===== config.mk =====
export PLATFORM = sky130hd
export DESIGN_NAME = mdf_cell
export DESIGN_NICKNAME = d
export VERILOG_FILES = /design/src/rtl/mac_address_dedup_filter_macros.svh /design/src/rtl/mdf_pkg.sv /design/src/rtl/mdf_cell.sv
export SDC_FILE = /design/constraint.sdc
export NUM_CORES = 1
export LEC_CHECK = 0
export ABC_AREA = 1
export BUFFER_PORTS_ARGS = -buffer_cell sky130_fd_sc_hd__buf_2
export CAP_MARGIN = 20
export CORE_MARGIN = 2
export CORE_UTILIZATION = 40
export CTS_CLUSTER_SIZE = 25
export DETAILED_ROUTE_END_ITERATION = 10
export MAX_ROUTING_LAYER = met4
export PLACE_DENSITY = 0.71
export SLEW_MARGIN = 20
export SYNTH_ARGS = -nofsm -noshare
export SYNTH_HDL_FRONTEND = slang
export SYNTH_SLANG_ARGS = --single-unit

===== constraint.sdc =====
create_clock -name clk -period 1.54 [get_ports clk]
set_input_delay 0.077 -clock clk [delete_from_list [all_inputs] [get_ports clk]]
set_output_delay 0.077 -clock clk [all_outputs]
set_load 0.02 [all_outputs]

===== src/rtl/mac_address_dedup_filter_macros.svh =====
// ----------------------------------------------------------------------------
// Assertion macros for the duplicate address filter.
// Shorthand for clocked implications that are switched off during reset.
// ----------------------------------------------------------------------------
`ifndef MAC_ADDRESS_DEDUP_FILTER_MACROS_SVH
`define MAC_ADDRESS_DEDUP_FILTER_MACROS_SVH

// Consequent must hold in the same cycle as the antecedent.
`define MDF_ASSERT_SAME(label, ante, cons, msg) \
    label: assert property (@(posedge clk) disable iff (!rst_n) (ante) |-> (cons)) \
        else $error(msg);

// Consequent must hold in the cycle after the antecedent.
`define MDF_ASSERT_NEXT(label, ante, cons, msg) \
    label: assert property (@(posedge clk) disable iff (!rst_n) (ante) |=> (cons)) \
        else $error(msg);

`endif


===== src/rtl/mdf_pkg.sv =====
// ----------------------------------------------------------------------------
// Duplicate address filter package
// Shared widths, character codes, item types and the hex digit decoder.
// ----------------------------------------------------------------------------
`default_nettype none

package mdf_pkg;

    localparam int TABLE_DEPTH_DEFAULT = 256;

    localparam int CHAR_W   = 8;
    localparam int KEY_W    = 48;
    localparam int THRESH_W = 9;
    localparam int CLEAR_W  = 16;
    localparam int DIGIT_W  = 4;

    localparam logic [THRESH_W-1:0] THRESH_RESET   = 9'd256;
    localparam logic [DIGIT_W-1:0]  DIGITS_PER_KEY = 4'd12;

    localparam logic [CHAR_W-1:0] CHAR_COLON = 8'h3A;
    localparam logic [CHAR_W-1:0] CHAR_DASH  = 8'h2D;
    localparam logic [CHAR_W-1:0] CHAR_0     = 8'h30;
    localparam logic [CHAR_W-1:0] CHAR_9     = 8'h39;
    localparam logic [CHAR_W-1:0] CHAR_LA    = 8'h61;
    localparam logic [CHAR_W-1:0] CHAR_LF    = 8'h66;
    localparam logic [CHAR_W-1:0] CHAR_UA    = 8'h41;
    localparam logic [CHAR_W-1:0] CHAR_UF    = 8'h46;
    localparam logic [CHAR_W-1:0] HEX_TEN    = 8'd10;

    typedef struct packed {
        logic [CHAR_W-1:0] char_code;
        logic              last_char;
    } char_item_t;

    typedef struct packed {
        logic               is_new;
        logic               parse_ok;
        logic [KEY_W-1:0]   address_key;
        logic               table_cleared;
        logic [CLEAR_W-1:0] clear_total;
    } result_t;

    typedef struct packed {
        logic             ok;
        logic [KEY_W-1:0] key;
    } parse_view_t;

    typedef struct packed {
        logic             valid;
        logic             found;
        logic [KEY_W-1:0] key;
    } token_t;

    typedef struct packed {
        logic               valid;
        logic [DIGIT_W-1:0] value;
    } hex_digit_t;

    function automatic hex_digit_t decode_hex(logic [CHAR_W-1:0] c);
        hex_digit_t d;
        d.valid = 1'b1;
        d.value = '0;
        case (c) inside
            [CHAR_0:CHAR_9]:   d.value = DIGIT_W'(c - CHAR_0);
            [CHAR_LA:CHAR_LF]: d.value = DIGIT_W'(c - CHAR_LA + HEX_TEN);
            [CHAR_UA:CHAR_UF]: d.value = DIGIT_W'(c - CHAR_UA + HEX_TEN);
            default:           d.valid = 1'b0;
        endcase
        return d;
    endfunction

endpackage

`default_nettype wire


===== src/rtl/mdf_cell.sv =====
// ----------------------------------------------------------------------------
// Table cell
// Holds one stored key, compares it with the passing search token and hands
// the token on to the next cell.
// ----------------------------------------------------------------------------
`default_nettype none

module mdf_cell
#(
    parameter int CELL_INDEX = 0,
    parameter int COUNT_W    = 9
)
(
    input  wire logic                      clk,
    input  wire logic                      rst_n,
    input  wire mdf_pkg::token_t           tok_in,
    input  wire logic [COUNT_W-1:0]        count,
    input  wire logic                      wr_en,
    input  wire logic [mdf_pkg::KEY_W-1:0] wr_key,
    output mdf_pkg::token_t                tok_out
);

    logic [mdf_pkg::KEY_W-1:0] entry_reg;
    logic                      valid_reg;
    logic                      found_reg;
    logic [mdf_pkg::KEY_W-1:0] key_reg;
    logic                      active;
    logic                      hit;

    assign active = COUNT_W'(CELL_INDEX) < count;
    assign hit    = active && (entry_reg == tok_in.key);

    always_ff @(posedge clk or negedge rst_n)
    begin
        if (!rst_n)
        begin
            valid_reg <= 1'b0;
        end
        else
        begin
            valid_reg <= tok_in.valid;
        end
    end

    always_ff @(posedge clk)
    begin
        found_reg <= tok_in.found | hit;
        key_reg   <= tok_in.key;
        if (wr_en)
        begin
            entry_reg <= wr_key;
        end
    end

    assign tok_out.valid = valid_reg;
    assign tok_out.found = found_reg;
    assign tok_out.key   = key_reg;

endmodule

`default_nettype wire


# Word level (Yosys, flattened, before mapping)
# Cells that the tools add are included.
[totals]
input_bits = 110
reg_bits = 98
word_cells = 8
[op_classes]
eq_ne = 1
n_bitwise = 1
n_reduce_logical = 1
n_lt_le_gt_ge = 1
[ops]
columns = ["op", "count"]
rows = [
  ["$eq A48 B48 Y1", 1],
  ["$lt A1 B9 Y1 const A", 1],
  ["$logic_and A1 B1 Y1", 1],
  ["$or A1 B1 Y1", 1],
]

# Longest topological paths before layout
[logic_depth]
depth_word = 3
ltp_mapped = 10
ltp_nobuf = 10

# Worst setup path after synthesis
# No wires, ideal clock.
[synth_timing]
kind = "flip-flop to flip-flop"
from = "reg entry_reg[24] (netlist bit)"
to = "reg found_reg"
setup_ns = 0.058
t_arrival_ns = 0.916
slack_ns = 0.566
period_less_slack_ns = 0.974
stages_incl_launch_ff = 10
n_path_buf = 0
cell_sequence = "edfxtp_1 -> nand2_1 -> nand2_1 -> nor2_1 -> nand2_1 -> nor2_1 -> nand2_1 -> nor2_1 -> nand2_1 -> nand2_1"
[synth_between]
elab_chain_len = 3
[synth_lines]
columns = ["item", "line_no", "rtl"]
rows = [
  ["from (decl)", "mdf_cell.sv:23", "logic [mdf_pkg::KEY_W-1:0] entry_reg;"],
  ["from (signal assigned)", "mdf_cell.sv:51", "entry_reg <= wr_key;"],
  ["$eq A48 B48 Y1", "mdf_cell.sv:31", "assign hit = active && (entry_reg == tok_in.key);"],
  ["$logic_and A1 B1 Y1", "mdf_cell.sv:31", ""],
  ["$or A1 B1 Y1", "mdf_cell.sv:47", "found_reg <= tok_in.found | hit;"],
  ["to (signal assigned)", "mdf_cell.sv:47", ""],
  ["to (decl)", "mdf_cell.sv:25", "logic found_reg;"],
]
# Every way passes these cells.
# A chain may end at the register's enable or synchronous reset.

# Worst setup path after layout
[layout_timing]
from = "reg entry_reg[6] (netlist bit)"
to = "reg found_reg"
# Same word-level chain as after synthesis.

==> flow_metrics.py <==
metrics = {
    "outcome": {
        "status": "finished clean",
    },
    "logic_synthesis": {
        "yosysUniqueCellTypes": 10,
        "yosys.area.top_type_share_pct": 43.3,
        "yosysWarnings": 0,
        "netlist_instances": 303,
        "yosysTopAreaCell": "edfxtp_1",
        "synth-seq-cells": 98,
        "syn_nets": 413,
        "synth.area.top_cells": "edfxtp_1 (43%), dfxtp_1 (29%), nand2_1 (9.5%)",
        "synth_area_per_cell_um2": 11.0,
        "syn-cell-area_mm2": 0.00333,
        "seq_area_frac_synth_pct": 73.5,
    },
    "layout": {
        "drive_gt1_share_pct": 30.3,
        "design_area_mm2": 0.00548,
        "insertedDiodeCount": 0,
        "fin_cells": 682,
        "nets": 682,
        "area_delta_synth_final_pct": 64.5,
    },
    "place": {
        "place_congestion": 0.689,
        "postPlaceCellArea_mm2": 0.00426,
        "preCtsSetupSlack_ns": 0.307,
        "dp_cells": 566,
        "dpl.hpwl_mm": 4.99,
        "io_buffers": 159,
    },
    "global_routing": {
        "antenna_found_initial": 0,
        "grt_use_met2_pct": 38.2,
        "met3_usage_pct": 3.32,
        "grt_max_degree": 49,
        "grt_usage_pct": 19.5,
        "grt.overflow.total": 0,
        "grt_pass1_wl_mm": 12.8,
        "grt_busiest_layer": "met2",
        "use_met1_pct": 18.8,
        "grt_pass1_vias": 2978,
    },
    "clocking": {
        "ctsResizeCount": 0,
        "cts_setup_buffers": 0,
        "clock_sink_count": 98,
        "path_clk_slew_ns": 0.10,
        "cts_tree": "done",
        "worstSkewPairLatency_ns": 0.35,
        "h-tree-depth": 3,
        "cts_made_buffers": 9,
        "clockBufferDepth": 2,
        "root_buffer": "clkbuf_8",
        "cts_hold_buffers": 99,
    },
    "die": {
        "die_height_um": 95.3,
        "die_w_um": 95.3,
        "rows": 33,
        "io_pins": 160,
        "initial_core_util_pct": 41.0,
        "dieArea_mm2": 0.00908,
        "core_area_mm2": 0.00813,
    },
    "power_and_ir_drop": {
        "ir_drop_mv": 0.633,
        "p_total_mw": 5.54,
        "leakagePower_nw": 2.66,
        "p_per_area_mw_per_mm2": 1010,
    },
    "sta": {
        "slew_violations": 0,
        "fin_ws_ns": 0.270,
        "tightest_slew_ns": 0.261,
        "setup_tns_ns": 0,
        "relSlewSlack_pct": 82.6,
        "clock.fmax_ghz": 0.787,
        "fin_crit_sh_pct": 82.5,
        "finalHoldViolations": 0,
        "finalClockSkew_ns": 0.0119,
        "fin_crit_ns": 1.27,
        "setup_viol": 0,
        "rsz0062_at_grt": "false",
    },
    "routing": {
        "vias": 2900,
        "routedWlPerCell_um": 12.4,
        "routed_via_density": 4.25,
        "antenna_violating_nets_post_route": 0,
        "first_pass_iters": 4,
        "drt-initial-drc-count": 71,
        "drc": 0,
        "routed_wirelength_mm": 8.47,
    },
    "worst_setup_path": {
        "cpPeakStageDelay_ns": 0.40,
        "crit_fanout": 2,
        "endpoint_kind": "flip-flop",
        "crit_slowest_cell": "edfxtp_1",
        "worst-path-buf-inv": 0,
        "path_delay_family": "simple AND/OR/NAND/NOR gates",
        "worstSetupStartpointType": "flip-flop",
        "crit_top_cell": "nand2_1",
        "cp.arrival_ns": 1.56,
        "path_cells": "nand2_1 > nand2_1 > nor2_1 > nand2_1 > nor2_1 > nand2_1 > nor2_1 > nand2_1 > nand2_1",
        "worst-setup-path-type": "flip-flop to flip-flop",
        "crit_required_ns": 1.83,
    },
    "run": {
        "cap_violations": 0,
    },
    "worst_hold_path": {
        "hp-class": "input pin to flip-flop",
    },
}
==> cell usage in the layout (no fill, tap or decap) <==
cell type / Yosys / routed
buf_12: 0 / 1
buf_2: 0 / 159
bufinv_16: 0 / 2
clkbuf_8: 0 / 9
clkinv_1: 0 / 1
clkinv_2: 0 / 1
clkinvlp_4: 0 / 2
dfrtp_1: 1 / 1
dfxtp_1: 49 / 49
dlygate4sd3_1: 0 / 100
edfxtp_1: 48 / 48
inv_1: 46 / 46
inv_6: 0 / 1
nand2_1: 84 / 84
nand3_1: 2 / 2
nor2_1: 50 / 50
xnor2_1: 20 / 20
xor2_1: 1 / 1
==> cell usage after synthesis, drive strengths merged <==
master	n
edfxtp	48
buf	2
inv	46
xor2	1
dfxtp	49
xnor2	20
nand2	84
nand3	2
dfrtp	1
nor2	50
==> final timing paths <==
kind,from,to,slack (ns),cells past startpoint
max,entry_reg[6],found_reg,0.27,9
min,wr_en,entry_reg[36],0.24,2
min in group asynchronous,rst_n,valid_reg,0.61,3
max in group asynchronous,rst_n,valid_reg,0.85,3
max reg2reg,entry_reg[6],found_reg,0.27,9
min reg2reg,entry_reg[8],found_reg,0.72,7
==> layer usage <==
layer,up-vias,part of all wire [%]
met2,117,56
met4,0,2.3
met5,-,0
met1,1311,36
met3,18,5.8
li1,1454,-
==> cells by family (layout without fill, tap and decap cells) <==
logic type,count (synthesis),in the layout,share of synthesized area [%]
xor+xnor,21,21,5.52
buf+inv,48,322,5.63
flops,98,98,73.5
simple gates,136,136,15.4
==> layout make-up <==
class / instances / area, µm²
fillers: 628 / 2650
flip-flops and latches: 98 / 2450
repair buffers: 260 / 1820
multi-input cells: 157 / 697
inverters: 46 / 173
well taps: 105 / 131
clock buffers: 9 / 124
clock inverters: 7 / 92.6
==> stage by stage <==
step | hold WS (ns) | utilization, %
3_3_place_gp | -0.148 | 52.4
4_1_cts | 0.00504 | 67.3
3_5_place_dp | -0.145 | 52.4
2_1_floorplan | -0.219 | -
6_report | 0.236 | 67.4
5_1_grt | 0.229 | 67.4
==> power breakdown <==
group	total [mW]	internal, mW	switching [mW]	leakage, nW
Clock	1.78	0.913	0.872	0.103
Sequential	2.98	2.92	0.0646	0.895
Combinational	0.774	0.420	0.354	1.66
Total	5.54	4.25	1.29	2.66
No activity file was read; power rests on OpenSTA's default activity.
