File: config.mk
export PLATFORM = sky130hd
export DESIGN_NAME = mdf_parse
export DESIGN_NICKNAME = d
export VERILOG_FILES = /design/src/rtl/mac_address_dedup_filter_macros.svh /design/src/rtl/mdf_pkg.sv /design/src/rtl/mdf_parse.sv
export SDC_FILE = /design/constraint.sdc
export NUM_CORES = 1
export LEC_CHECK = 0
export ABC_AREA = 0
export BUFFER_PORTS_ARGS = -buffer_cell sky130_fd_sc_hd__buf_4
export CAP_MARGIN = 20
export CORE_MARGIN = 4
export CORE_UTILIZATION = 55
export DETAILED_ROUTE_END_ITERATION = 7
export PLACE_DENSITY = 0.78
export SLEW_MARGIN = 20
export SYNTH_ARGS = -nofsm -noshare
export SYNTH_HDL_FRONTEND = slang
export SYNTH_SLANG_ARGS = --single-unit
File: constraint.sdc
create_clock -name clk -period 4 [get_ports clk]
set_input_delay 0.4 -clock clk [delete_from_list [all_inputs] [get_ports clk]]
set_output_delay 0.4 -clock clk [all_outputs]
set_load 0.05 [all_outputs]
File: src/rtl/mac_address_dedup_filter_macros.svh
// ----------------------------------------------------------------------------
// Assertion macros for the duplicate address filter.
// Shorthand for clocked implications that are switched off during reset.
// ----------------------------------------------------------------------------
`ifndef MAC_ADDRESS_DEDUP_FILTER_MACROS_SVH
`define MAC_ADDRESS_DEDUP_FILTER_MACROS_SVH

// Consequent must hold in the same cycle as the antecedent.
`define MDF_ASSERT_SAME(label, ante, cons, msg) \
    label: assert property (@(posedge clk) disable iff (!rst_n) (ante) |-> (cons)) \
        else $error(msg);

// Consequent must hold in the cycle after the antecedent.
`define MDF_ASSERT_NEXT(label, ante, cons, msg) \
    label: assert property (@(posedge clk) disable iff (!rst_n) (ante) |=> (cons)) \
        else $error(msg);

`endif

File: src/rtl/mdf_pkg.sv
// ----------------------------------------------------------------------------
// Duplicate address filter package
// Shared widths, character codes, item types and the hex digit decoder.
// ----------------------------------------------------------------------------
`default_nettype none

package mdf_pkg;

    localparam int TABLE_DEPTH_DEFAULT = 256;

    localparam int CHAR_W   = 8;
    localparam int KEY_W    = 48;
    localparam int THRESH_W = 9;
    localparam int CLEAR_W  = 16;
    localparam int DIGIT_W  = 4;

    localparam logic [THRESH_W-1:0] THRESH_RESET   = 9'd256;
    localparam logic [DIGIT_W-1:0]  DIGITS_PER_KEY = 4'd12;

    localparam logic [CHAR_W-1:0] CHAR_COLON = 8'h3A;
    localparam logic [CHAR_W-1:0] CHAR_DASH  = 8'h2D;
    localparam logic [CHAR_W-1:0] CHAR_0     = 8'h30;
    localparam logic [CHAR_W-1:0] CHAR_9     = 8'h39;
    localparam logic [CHAR_W-1:0] CHAR_LA    = 8'h61;
    localparam logic [CHAR_W-1:0] CHAR_LF    = 8'h66;
    localparam logic [CHAR_W-1:0] CHAR_UA    = 8'h41;
    localparam logic [CHAR_W-1:0] CHAR_UF    = 8'h46;
    localparam logic [CHAR_W-1:0] HEX_TEN    = 8'd10;

    typedef struct packed {
        logic [CHAR_W-1:0] char_code;
        logic              last_char;
    } char_item_t;

    typedef struct packed {
        logic               is_new;
        logic               parse_ok;
        logic [KEY_W-1:0]   address_key;
        logic               table_cleared;
        logic [CLEAR_W-1:0] clear_total;
    } result_t;

    typedef struct packed {
        logic             ok;
        logic [KEY_W-1:0] key;
    } parse_view_t;

    typedef struct packed {
        logic             valid;
        logic             found;
        logic [KEY_W-1:0] key;
    } token_t;

    typedef struct packed {
        logic               valid;
        logic [DIGIT_W-1:0] value;
    } hex_digit_t;

    function automatic hex_digit_t decode_hex(logic [CHAR_W-1:0] c);
        hex_digit_t d;
        d.valid = 1'b1;
        d.value = '0;
        case (c) inside
            [CHAR_0:CHAR_9]:   d.value = DIGIT_W'(c - CHAR_0);
            [CHAR_LA:CHAR_LF]: d.value = DIGIT_W'(c - CHAR_LA + HEX_TEN);
            [CHAR_UA:CHAR_UF]: d.value = DIGIT_W'(c - CHAR_UA + HEX_TEN);
            default:           d.valid = 1'b0;
        endcase
        return d;
    endfunction

endpackage

`default_nettype wire

File: src/rtl/mdf_parse.sv
// ----------------------------------------------------------------------------
// Address text parser
// Skips separators, shifts hex digits into the key and tracks parse errors.
// ----------------------------------------------------------------------------
`default_nettype none

module mdf_parse
(
    input  wire logic               clk,
    input  wire logic               rst_n,
    input  wire logic               take,
    input  wire mdf_pkg::char_item_t item,
    output mdf_pkg::parse_view_t    view
);

    logic [mdf_pkg::KEY_W-1:0]   acc_reg, acc_next;
    logic [mdf_pkg::DIGIT_W-1:0] cnt_reg, cnt_next;
    logic                        err_reg, err_next;
    logic                        is_sep;
    mdf_pkg::hex_digit_t         digit;

    always_comb
    begin
        digit    = mdf_pkg::decode_hex(item.char_code);
        is_sep   = (item.char_code == mdf_pkg::CHAR_COLON) ||
                   (item.char_code == mdf_pkg::CHAR_DASH);
        acc_next = acc_reg;
        cnt_next = cnt_reg;
        err_next = err_reg;
        if (!is_sep)
        begin
            if (!digit.valid || (cnt_reg >= mdf_pkg::DIGITS_PER_KEY))
            begin
                err_next = 1'b1;
            end
            else
            begin
                acc_next = {acc_reg[mdf_pkg::KEY_W-mdf_pkg::DIGIT_W-1:0], digit.value};
                cnt_next = cnt_reg + 4'd1;
            end
        end
        view.ok  = !err_next && (cnt_next == mdf_pkg::DIGITS_PER_KEY);
        view.key = view.ok ? acc_next : '0;
    end

    always_ff @(posedge clk or negedge rst_n)
    begin
        if (!rst_n)
        begin
            acc_reg <= '0;
            cnt_reg <= '0;
            err_reg <= 1'b0;
        end
        else if (take)
        begin
            if (item.last_char)
            begin
                acc_reg <= '0;
                cnt_reg <= '0;
                err_reg <= 1'b0;
            end
            else
            begin
                acc_reg <= acc_next;
                cnt_reg <= cnt_next;
                err_reg <= err_next;
            end
        end
    end

endmodule

`default_nettype wire

======== Word level (Yosys, flattened, before mapping) ========
Index checks and enable logic that the tools add are counted.
Widths: inputs -> output; s select.
cells by class
  add/sub/neg operators ................... 6
  multipliers ............................. 0
  divide/modulo/power cells ............... 0
  order comparisons ....................... 7
  eq/ne operators ......................... 3
  shifts and indexed selects .............. 0
  muxes and demuxes ....................... 16
  bitwise logic cells ..................... 0
  reduce and logical (&&, ||, !) cells .... 8
operators with widths
  kind                 count
  $mux 48              4
  $mux 4               6
  $eq 8x6->1 const B   2
  $ge 8x7->1 const B   2
  $le 8x7->1 const B   2
  $sub 4x1->4 const B  3
  $add 4x4->4 const B  2
  $ge 8x6->1 const B   1
  $le 8x6->1 const B   1
  $mux 1               6
  $add 4x1->4 const B  1
  $eq 4x4->1 const B   1
  $ge 4x4->1 const B   1
  $logic_and 1x1->1    4
  $logic_not 1->1      2
  $logic_or 1x1->1     2
storage, ports and cells
  flip-flop bits (word level) ............. 53
  latch bits .............................. 0
  memory bits (writable) .................. 0
  bits in read-only memories .............. 0
  input bits .............................. 12
  output and inout bits ................... 49
  word-level logic and storage cells ...... 43
  memories ................................ 0

======== Depth between registers and ports, before layout ========
  word-level depth ........................ 12
  gate-level depth with buffers ........... 9
  depth with buffers taken out ............ 7

======== Worst setup path after synthesis ========
Ideal clock, no wire load.
  path type ............................... input to output
  from .................................... input port item[2] (netlist name)
  to ...................................... output port view[10] (netlist name)
  arrival ................................. 3.684 ns
  required time ........................... 3.600 ns
  slack ................................... -0.084 ns
  stages on the path ...................... 8
  buffers on the path ..................... 1
  cells stage by stage .................... inv_1 -> ha_1 -> and3b_1 -> o2111ai_2 -> o211ai_2 -> a221o_1 -> buf_2 -> a2111oi_1
RTL lines
  what         line             RTL
  from (decl)  mdf_parse.sv:12  input wire mdf_pkg::char_item_t item,
  to (decl)    mdf_parse.sv:13  output mdf_pkg::parse_view_t view

==> flow_metrics.env <==
export IMPL_status="complete, no violations"
export IMPL_portBuffers=60
export IMPL_clockBufferDepth=2
export IMPL_slew_headroom=0.416
export IMPL_htreeDepth=2
export IMPL_cts_root_buf="clkbuf_8"
export IMPL_rows=30
export IMPL_gp_congestion=0.837
export IMPL_fin_cells=528
export IMPL_die_x_um=92.3
export IMPL_required_ps=3600
export IMPL_synthCells=397
export IMPL_yosys_top_cells_area="dfrtp_1 34%, a2111oi_2 12%, o2bb2ai_1 10%, nand2_1 9.1%, a22oi_1 8.5%"
export IMPL_syn_cell_area_sq_mm=0.00390
export IMPL_grtUsageTotal=0.239
export IMPL_synth_seq_cells=53
export IMPL_period_needed_ps=3500
export IMPL_netlist_top_cell_by_area="dfrtp_1"
export IMPL_timing_final_crit_share=0.875
export IMPL_area_delta_synth_final_pct=15.4
export IMPL_ios=61
export IMPL_synth_top_cell_area_share=0.340
export IMPL_synth_ff_type="dfrtp_1"
export IMPL_cts_tree="yes"
export IMPL_grt_pass1_wl_mm=17.0
export IMPL_gr_total_overflow=0
export IMPL_hold_viol=0
export IMPL_hpwl_mm=6.19
export IMPL_critPathCaptureType="output port"
export IMPL_cts_hold_repair_buffers=0
export IMPL_syn_area_per_cell_sq_um=9.84
export IMPL_synth_most_common_cell="nand2_1"
export IMPL_vdd_drop_max_mv=0.162
export IMPL_fillers=570
export IMPL_crit_arrival_ps=3100
export IMPL_total_power_w=0.00106
export IMPL_first_pass_iters=7
export IMPL_placed_area_sq_mm=0.00442
export IMPL_regArea_sq_mm=0.00133
export IMPL_placedCellCount=520
export IMPL_worstSetupPathType="in -> out"
export IMPL_routedWlPerCell_um=18.5
export IMPL_drtIter0Drc=284
export IMPL_cts_resized=0
export IMPL_power_leakage_nw=1.49
export IMPL_grt_pass1_vias=3397
export IMPL_numCtsBuffers=5
export IMPL_clk_pin_slew_ps=100
export IMPL_synth_distinct_cells=47
export IMPL_drc=0
export IMPL_yosysWarningCount=0
export IMPL_nets=448
export IMPL_fp_dieH_um=92.3
export IMPL_cp_max_fo=25
export IMPL_cap_violations=0
export IMPL_worst_slew_pin_slew_ps=876
export IMPL_max_freq_ghz=0.286
export IMPL_maxSlewViolCount=0
export IMPL_drt_total_wl_mm=9.76
export IMPL_setup_viol=0
export IMPL_drive_above_1_share=0.303
export IMPL_die_area_sq_mm=0.00851
export IMPL_start_util=0.572
export IMPL_post_cts_buffers=0
export IMPL_clkLatencyLatePin_ps=310
export IMPL_synth_edf_count=0
export IMPL_hold_class="in -> async"
export IMPL_use_met3=0.0345
export IMPL_antennaDiodeCount=0
export IMPL_antenna_found_initial=0
export IMPL_gr_usage_met1=0.347
export IMPL_multi_input_area_sq_mm=0.00239
export IMPL_utilization=0.660
export IMPL_use_met2=0.374
export IMPL_drtAntennaViolNets=0
export IMPL_power_density_mw_per_mm2=236
export IMPL_startpoint_type="input port"
export IMPL_core_sq_mm=0.00683
export IMPL_avgViaCountPerCell=6.63
export IMPL_stdcell_area_sq_mm=0.00451
export IMPL_numClockSinks=53
export IMPL_largest_reg_flops=48
export IMPL_synth_common_cells="95 x nand2_1, 53 x dfrtp_1, 46 x o2bb2ai_1"
export IMPL_vias=3499
export IMPL_grt_start_max_net_pins=90
export IMPL_place_ws_ps=496
export IMPL_fin_skew_ps=8.41
export IMPL_syn_nets=414
export IMPL_synth_seq_area_share=0.340
export IMPL_ys_async_sr_fraction=1.00
export IMPL_rsz0062_at_grt="no"
export IMPL_busiest_layer="met2"
export IMPL_fin_ws_ps=499
==> worst paths after layout <==
check                                   end  cells past startpoint        start  slack, ps
worst max-delay path               view[27]                     10      item[2]        500
worst min-delay path            acc_reg[46]                      1        rst_n        120
worst max register to register  acc_reg[46]                      5   cnt_reg[2]       1930
worst min register to register  acc_reg[47]                      1  acc_reg[47]        530
max in group asynchronous        cnt_reg[2]                      1        rst_n       3440
min in group clk                 acc_reg[2]                      2         take        350
==> cell type report <==
type,instances,area share
timing repair buffer,73,0.124
tap,96,0.0267
clock inverter,2,0.00305
inverter,6,0.00500
multi-input combinational,292,0.530
clock buffer,6,0.0161
sequential,53,0.294
==> logic make-up (layout without fill, tap and decap cells) <==
kind of cell               Yosys count  count (layout)  share of synthesized area
adders and majority gates            5               5                     0.0160
muxes                                2               2                    0.00513
and+or+nand+nor                    118             118                      0.139
DFF                                 53              53                      0.340
buffers and inverters               52              87                     0.0596
AOI/OAI and AO/OA                  167             167                      0.440
==> routing by layer <==
layer  vias to the layer above  share of wire
li1                       1635              -
met1                      1733           0.46
met2                       116           0.48
met3                        15          0.047
met4                         0          0.013
met5                         -              0
==> power breakdown <==
group	total, W	leakage, nW	switching, W	internal, W
clock	0.000310	0.0456	0.000184	0.000125
combinational	0.000186	0.710	0.000133	0.0000527
sequential	0.000569	0.735	0.0000190	0.000550
total	0.00106	1.49	0.000336	0.000728
==> metrics by stage <==
stage	hold WS [ps]	TNS [ps]
after floorplan	104	-760
after global placement	485	0
after detailed placement	487	0
after CTS	155	0
after global routing	175	0
final	116	0
==> critical path, cell delays in order <==
cell	delay, ps
buf_4	100
inv_1	60
ha_1	250
and3b_1	230
o2111a_1	390
a211oi_1	450
o22ai_4	260
buf_12	260
a2111oi_2	410
buf_4	270
==> layout by cell type (no fill, tap or decap), types with 2 or more instances in the layout <==
cell type	count
dfrtp_1	53
nor4_1	2
a22o_1	2
nand3_1	2
a22oi_1	44
a2111oi_4	6
nand2_1	95
o2bb2ai_1	46
a2111oi_2	31
o21bai_1	3
a2111oi_1	9
a211oi_1	2
nor3_1	3
buf_4	72
a21oi_1	2
o22ai_1	4
a2bb2oi_1	2
ha_1	5
nor4_2	4
nor2_1	2
o21ai_0	3
inv_1	6
clkbuf_8	5
and3b_1	2
Power figures use the tool's default switching activity.
